`src/rtl/cluster_purity_metric_top_assert.svh`:
```
// assertion macros used by the top-level rtl file
`ifndef CLUSTER_PURITY_METRIC_TOP_ASSERT_SVH
`define CLUSTER_PURITY_METRIC_TOP_ASSERT_SVH

// same-cycle implication, checked out of reset
`define CPM_ASSERT_IMP(name, clk, rst_n, ante, cons, msg) \
    name: assert property (@(posedge clk) disable iff (!rst_n) (ante) |-> (cons)) \
        else $error(msg);

// next-cycle implication, checked out of reset
`define CPM_ASSERT_NXT(name, clk, rst_n, ante, cons, msg) \
    name: assert property (@(posedge clk) disable iff (!rst_n) (ante) |=> (cons)) \
        else $error(msg);

`endif

```
`src/rtl/cpm_sub_unit.sv`:
```
module cpm_sub_unit #(
    parameter int W = 17
) (
    input  logic [W-1:0] a,
    input  logic [W-1:0] b,
    output logic [W-1:0] diff,
    output logic         ge
);

    logic [W:0] full;

    // subtract with borrow out; no borrow means a >= b
    assign full = {1'b0, a} - {1'b0, b};
    assign diff = full[W-1:0];
    assign ge   = ~full[W];

endmodule

```
`config.mk`:
```
export PLATFORM = sky130hd
export DESIGN_NAME = cpm_sub_unit
export DESIGN_NICKNAME = d
export VERILOG_FILES = /design/src/rtl/cluster_purity_metric_top_assert.svh /design/src/rtl/cpm_sub_unit.sv
export SDC_FILE = /design/constraint.sdc
export NUM_CORES = 1
export LEC_CHECK = 0
export ABC_AREA = 1
export BUFFER_PORTS_ARGS = -buffer_cell sky130_fd_sc_hd__buf_2
export CAP_MARGIN = 20
export CORE_ASPECT_RATIO = 0.9
export CORE_MARGIN = 3
export CORE_UTILIZATION = 50
export DETAILED_ROUTE_END_ITERATION = 16
export GPL_TIMING_DRIVEN = 0
export PLACE_DENSITY = 0.84
export SLEW_MARGIN = 25
export SYNTH_ARGS = -nofsm -noshare
export SYNTH_HDL_FRONTEND = slang
export SYNTH_SLANG_ARGS = --single-unit
```
`constraint.sdc`:
```
create_clock -name vclk -period 1.52
set_input_delay 0.152 -clock vclk [all_inputs]
set_output_delay 0.152 -clock vclk [all_outputs]
set_load 0.02 [all_outputs]
```
==> results.toml <==
[status]
status = "complete, but fails checks"
violations = "negative setup slack"

[sta]
fin_crit_sh_pct = 110
setup_viol = 12
relSlewSlack_pct = 85.3
rsz0062_at_grt = "yes"
fin_crit_ns = 1.68
hold_viol_final = 0
tightest_slew_ns = 0.221
fin_ws_ns = -0.155
slew_viol_final = 0
fin_setup_tns_ns = -0.764
fmax_mhz = 597

[layout]
final_cells = 306
n_clock_buffer = 0
ff_latch_area_um2 = 0
fin_nets = 335
diodes = 0
fillers = 152
drive_gt1_share_pct = 32.7
area_growth_pct = 53.6
seq_cells = 0

[placed_design]
gp_congestion = 0.881
port_buffers = 52
placed_cells = 303
dpl.hpwl_mm = 2.27

[hold_path]
holdPathStages = 4
min_path_type = "in -> out"
min_from = "b[0]"
min_to = "diff[0]"

[critical_path]
cp_cell_sequence = "buf_6, inv_4, ha_4, inv_2, fa_2, nand2_2, nand2_4, nand3b_1, nand2_2, buf_4, xor2_2, buf_6"
path_max_fanout = 3
critical_path.slowest_cell = "fa_2"
end_kind = "primary output"
critPathMaxStageDelay_ns = 0.34
worstSetupStartpointType = "primary input"
path_buf_inv = 5
path_class = "in -> out"
crit_family = "buffers and inverters"
required_ns = 1.37
crit_arrival_ns = 1.52

[drt]
drc = 0
routed_via_density = 4.98
vias = 1524
ant_nets = 0
drt-total-wl_mm = 3.38
initialDrtViolationCount = 73
drtPass1Iterations = 4
wire_per_inst_um = 11.0

[synthesis]
ys_warn_count = 0
syn_avg_cell_area_um2 = 4.89
synth.top_cells.by_count = "95 x nand2_1, 64 x inv_1, 17 x ha_1"
syn_nets = 278
synth_top_area_share_pct = 32.3
synth_cell_types = 16
yosysMostFrequentCell = "nand2_1"
synthesis.instances = 226
yosys.area.top_type = "nand2_1"
seq_area_frac_synth_pct = 0
netlist_area_mm2 = 0.00110
synth.area.top_cells = "nand2_1 32%, inv_1 22%, ha_1 19%"

[job]
drv_cap = 0

[floorplan]
ios = 52
die_x_um = 55.6
core-area_mm2 = 0.00201
initial_core_util_pct = 55.0
num_rows = 15
dieArea_mm2 = 0.00281
die_y_um = 50.6

[global_route]
grt_usage_pct = 21.0
antenna_found_initial = 0
grt_overflow = 0
grt_pass1_vias = 1265
grt_pass1_wl_mm = 5.01
grt_max_degree = 6

[pwr]
powerDensity_mw_per_mm2 = 481
cellLeakagePower_uw = 0.00108
vdd_drop_max_v = 0.000379

[cts]
ctsHoldBuffers = 0
[area by class of cell]
type                            instances  area (µm²)  share of cell area [%]
Inverter                               64         243                    14.3
Timing Repair Buffer                   55         318                    18.7
Tap cell                               25        31.3                    1.84
Multi-Input combinational cell        162        1100                    65.1
[metrics by stage]
step                      instance area, µm²  worst slack [ns]  util (%)  hold slack [ns]  power (µW)
after detailed placement                1410            -0.336      70.3            0.662         652
final                                   1700            -0.155      84.5            0.702         816
after global routing                    1700            -0.239      84.5            0.721         899
after global placement                  1410            -0.331      70.3            0.655         645
after floorplan                         1120           -0.0284         -            0.486         467
after CTS                               1620            -0.181      80.6            0.695         746
[what timing repair did]
action	in CTS	in global routing
setup buffers	1	2
setup endpoints to repair	13	13
pin swaps	11	4
resized for setup	33	15
hold endpoints to repair	0	0
[power by group]
group | total (µW) | leakage [µW] | internal (µW) | switching [µW]
logic | 816 | 0.00108 | 344 | 472
registers | 0 | 0 | 0 | 0
clock network | 0 | 0 | 0 | 0
total | 816 | 0.00108 | 344 | 472
[routing by layer]
layer	track usage, %	wire, µm	up-vias
met5	0	0	-
met3	1.03	241	8
met4	1.62	51	0
met1	26.5	1390	677
met2	40.6	1690	67
li1	-	-	772
[cells in the final DEF (no fill, tap or decap)]
cell type,instances
nand3_2,2
buf_2,44
nor2_1,9
fa_2,1
or2_4,1
nand3b_1,1
ha_1,4
nand3_1,10
inv_2,1
buf_6,4
nand2_4,2
nor3_1,3
or2_1,1
inv_1,62
a21o_1,1
xor2_2,2
a21oi_2,2
nand2_1,85
ha_4,13
inv_4,1
xor2_1,3
nand2_2,9
a21oi_1,8
xnor2_1,2
nor3_2,2
nor2_2,1
buf_4,7
[worst max-delay path by stage]
stage / from / end / slack, ns / depth (start not counted)
floorplan: a[0] / diff[14] / -0.03 / 11
global placement: a[0] / diff[16] / -0.33 / 14
detailed placement: a[0] / diff[16] / -0.34 / 14
CTS: a[0] / diff[14] / -0.18 / 14
global route: b[3] / diff[15] / -0.24 / 12
finish: a[0] / diff[6] / -0.16 / 12
[logic make-up (layout without fill, tap and decap cells)]
family	Yosys count	after routing	synth area share [%]
and+or+nand+nor	126	126	46.4
xor gates and xnor gates	7	7	5.55
buffers and inverters	64	119	21.7
AOI/OAI and AO/OA	11	11	5.21
adders and majority gates	18	18	21.1
(Power assumes the default switching activity.)
