`config.mk`:
```
export PLATFORM = sky130hd
export DESIGN_NAME = cpm_count_mem
export DESIGN_NICKNAME = d
export VERILOG_FILES = /design/src/rtl/cluster_purity_metric_top_assert.svh /design/src/rtl/cpm_count_mem.sv
export SDC_FILE = /design/constraint.sdc
export NUM_CORES = 2
export LEC_CHECK = 0
export BUFFER_PORTS_ARGS = -buffer_cell sky130_fd_sc_hd__clkbuf_2
export CAP_MARGIN = 20
export CORE_MARGIN = 10
export CORE_UTILIZATION = 40
export DETAILED_ROUTE_END_ITERATION = 12
export PLACE_DENSITY_LB_ADDON = 0.05
export SETUP_SLACK_MARGIN = 0.02
export SYNTH_ARGS = -nofsm -noshare
export SYNTH_HDL_FRONTEND = slang
export SYNTH_SLANG_ARGS = --single-unit
export TNS_END_PERCENT = 30
```
`constraint.sdc`:
```
create_clock -name clk -period 2.42 [get_ports clk]
set_input_delay 0.121 -clock clk [delete_from_list [all_inputs] [get_ports clk]]
set_output_delay 0.121 -clock clk [all_outputs]
set_load 0.01 [all_outputs]
```
`src/rtl/cluster_purity_metric_top_assert.svh`:
```
// assertion macros used by the top-level rtl file
`ifndef CLUSTER_PURITY_METRIC_TOP_ASSERT_SVH
`define CLUSTER_PURITY_METRIC_TOP_ASSERT_SVH

// same-cycle implication, checked out of reset
`define CPM_ASSERT_IMP(name, clk, rst_n, ante, cons, msg) \
    name: assert property (@(posedge clk) disable iff (!rst_n) (ante) |-> (cons)) \
        else $error(msg);

// next-cycle implication, checked out of reset
`define CPM_ASSERT_NXT(name, clk, rst_n, ante, cons, msg) \
    name: assert property (@(posedge clk) disable iff (!rst_n) (ante) |=> (cons)) \
        else $error(msg);

`endif

```
`src/rtl/cpm_count_mem.sv`:
```
module cpm_count_mem #(
    parameter int ADDR_W = 8,
    parameter int DATA_W = 16
) (
    input  logic              clk,
    input  logic              we,
    input  logic [ADDR_W-1:0] waddr,
    input  logic [DATA_W-1:0] wdata,
    input  logic [ADDR_W-1:0] raddr,
    output logic [DATA_W-1:0] rdata
);

    localparam int DEPTH = 1 << ADDR_W;

    logic [DATA_W-1:0] mem [DEPTH];
    logic [DATA_W-1:0] rdata_reg;

    // one write port, one registered read port, read-first
    always_ff @(posedge clk)
    begin
        if (we)
        begin
            mem[waddr] <= wdata;
        end
        rdata_reg <= mem[raddr];
    end

    assign rdata = rdata_reg;

endmodule

```
==> impl_metrics.yaml <==
status:
  status: "complete, but fails checks"
  violations: "setup timing"
setup_path:
  regToRegSetupSlack_ns: -0.01
  cp.buffers_inverters: 5
  slowest_stage: "a21oi_1"
  cp_slowest_stage_delay_ns: 0.69
  rr_startpoint: "mem[210][9]"
  worstPathMaxFanout: 8
  r2r_cells: 7
  reg2reg_to: "rdata[9]"
  crit_start: "raddr[7]"
  cp-end-kind: "flip-flop"
  cpMostUsedCell: "buf_4"
  critical_path_class: "in -> reg"
  path_depth: 11
  crit_family: "buffers and inverters"
  critPathRequiredTime_ns: 3.30
  arrival_ns: 3.35
  path_cells: "dlygate4sd3_1, clkbuf_2, buf_12, buf_4, nand4b_1, buf_4, or2_2, o32ai_1, a21oi_1, nand4_1, nor4_1"
  cp-start-kind: "primary input"
synth:
  syn_nets: 7394
  synth_common_cells: "edfxtp_1 (4096), mux4_2 (797), mux2i_1 (565)"
  yosysMostFrequentCell: "edfxtp_1"
  ys_seq_area_share_pct: 77.7
  avgSynthCellArea_sq_um: 21.6
  netlist_area_sq_um: 159000
  yosysTopAreaCell: "edfxtp_1"
  synthFlopType: "edfxtp_1"
  synth_cells: 7360
  ys_seq_elements: 4112
  synth_top_area_share_pct: 77.5
  synth_edf_count: 4096
  synth_cell_types: 52
  async_flop_share_pct: 0
  synth_area_leaders: "edfxtp_1 (77%), mux4_2 (11%), mux2i_1 (3.6%), o221ai_1 (1.4%), nor2_1 (0.72%)"
  ys_warn_count: 0
hold_path:
  hp-class: "in -> reg"
  whs_endpoint: "mem[244][8]"
  hp-start: "wdata[8]"
  min_path_cells: 2
cts:
  cts_made_buffers: 444
  cts-root-buf: "clkbuf_16"
  path_clk_slew_ns: 0.06
  clk_latency_ns: 0.99
  clock_sinks: 4112
  clock_path_buffers: 4
  htreeDepth: 5
  cts_tree: "done"
power:
  finalPower_w: 0.155
  peakVddDrop_mv: 0.661
  power.density_nw_per_um2: 811
  leakage_nw: 61.8
layout:
  n_fill_cell: 32400
  nets: 8560
  utilization_pct: 48.3
  largest_reg_flops: 4096
  drive_gt1_share_pct: 33.0
  syn_to_final_growth_pct: 20.5
  fin_cells: 14200
route:
  vias: 80700
  final_antenna_net_count: 0
  wire_per_inst_microns: 34.3
  drtIter0Drc: 8556
  wirelength_microns: 485000
  viasPerCell: 5.70
  first_pass_iters: 8
  drc: 0
flow_run:
  cap_violations: 0
timing:
  max_freq_mhz: 406
  skew_ns: 0.0646
  holdWs_ns: 0.0953
  tightestPinTransition_ns: 1.05
  min_period_ns: 2.46
  grt_setup_unrepaired: "yes"
  setup-violations-final: 1
  finalCritPeriodShare_pct: 102
  final_max_slew_viol_count: 0
  worst_slack_ns: -0.0433
  slew_headroom_pct: 28.1
  hold_viol: 0
global_route:
  antenna_found_initial: 43
  grt_max_degree: 121
  grt.overflow.total: 0
  grt_pass1_vias: 82400
  grt_pass1_wl_microns: 672000
  track_usage_pct: 22.4
floorplan:
  initial_core_util_pct: 40.1
  die_height_microns: 650
  ioPinCount: 50
  fp.dieW_microns: 650
  die_area_sq_um: 422000
  core_area_sq_um: 396000
  fp-row-count: 231
placement:
  gp_congestion: 0.821
  dp_hpwl_microns: 309000
  port_buffers: 49
  dpl.cell_count: 13300
## through the flow
step	setup slack, ns	cell area [sq um]	TNS, ns
final	-0.0433	191000	-0.0433
after CTS	-0.0692	191000	-0.235
after global placement	-1.84	176000	-17.34
after floorplan	0.134	159000	0
after detailed placement	-1.55	176000	-17.08
after global routing	-0.0251	191000	-0.0685
## routing by layer
| metal | part of all wire (%) | wire (microns) | up-vias | global-route usage [%] |
|---|---|---|---|---|
| met5 | 0.011 | 55 | - | 0 |
| met4 | 2.5 | 11900 | 8 | 5.19 |
| met3 | 5.8 | 28100 | 576 | 3.26 |
| met2 | 48 | 233000 | 2545 | 36.6 |
| met1 | 44 | 212000 | 43900 | 32.1 |
| li1 | - | - | 33700 | - |
## report_power, final
group / internal (W) / total (W) / switching (W)
clock network: 0.0393 / 0.0674 / 0.0282
registers: 0.0785 / 0.0786 / 0.000127
logic: 0.00348 / 0.00902 / 0.00554
## cell families after synthesis
kind of cell	after synthesis	share of synthesized area, %
AND/OR/NAND/NOR	556	1.57
multiplexers	1450	15.5
AO/OA/AOI/OAI	786	3.54
flip-flops	4112	77.7
buffers and inverters	456	1.69
## worst register-to-register path, delay by kind of cell (launching register included)
family	cells	cell delay, ns
AOI/OAI and AO/OA	3	1.06
and+or+nand+nor	2	0.67
DFF	1	0.33
buffers and inverters	1	0.17
muxes	1	0.07
## placed cells by master (no fill, tap or decap), types with 13 or more instances in the layout
master	n
a211oi_1	18
a21oi_1	173
a221oi_1	20
a22o_1	15
a22oi_1	29
a22oi_2	14
buf_12	323
buf_4	765
buf_6	15
buf_8	17
bufinv_16	50
clkbuf_1	96
clkbuf_16	447
clkbuf_2	28
clkinv_1	94
clkinv_2	80
clkinvlp_4	16
dfxtp_1	16
diode_2	17
dlygate4sd3_1	22
edfxtp_1	4096
mux2_2	84
mux2i_1	565
mux4_2	797
nand2_1	25
nand3_1	25
nand4_1	26
nor2_1	132
nor2_2	171
nor3_1	85
nor4_1	13
o21ai_0	36
o221ai_1	252
o22ai_1	148
## cell type report
cell class | count | area (sq um) | share of cell area [%]
sequential | 4112 | 123000 | 64.5
multi-input combinational | 2792 | 33900 | 17.7
timing repair buffer | 1172 | 13000 | 6.81
clock buffer | 547 | 11600 | 6.07
tap | 5242 | 6560 | 3.43
clock inverter | 265 | 2750 | 1.44
antenna | 17 | 42.5 | 0.0222
inverter | 4 | 27.5 | 0.0144
## worst max path at each step
| stage | end | slack, ns |
|---|---|---|
| 2_1_floorplan | mem[235][0] | 0.13 |
| 3_3_place_gp | rdata[11] | -1.84 |
| 3_5_place_dp | rdata[11] | -1.55 |
| 4_1_cts | rdata[8] | -0.07 |
| 5_1_grt | rdata[1] | -0.03 |
| 6_report | rdata[9] | -0.04 |
## repair_timing
item | in CTS | in global routing
hold buffers | 22 | 0
gates resized for setup | 73 | 55
endpoints found under the hold margin | 3985 | 0
endpoints found under the setup margin | 16 | 16
pin swaps | 8 | 17
setup buffers | 0 | 0
No activity file was read; power rests on OpenSTA's default activity.
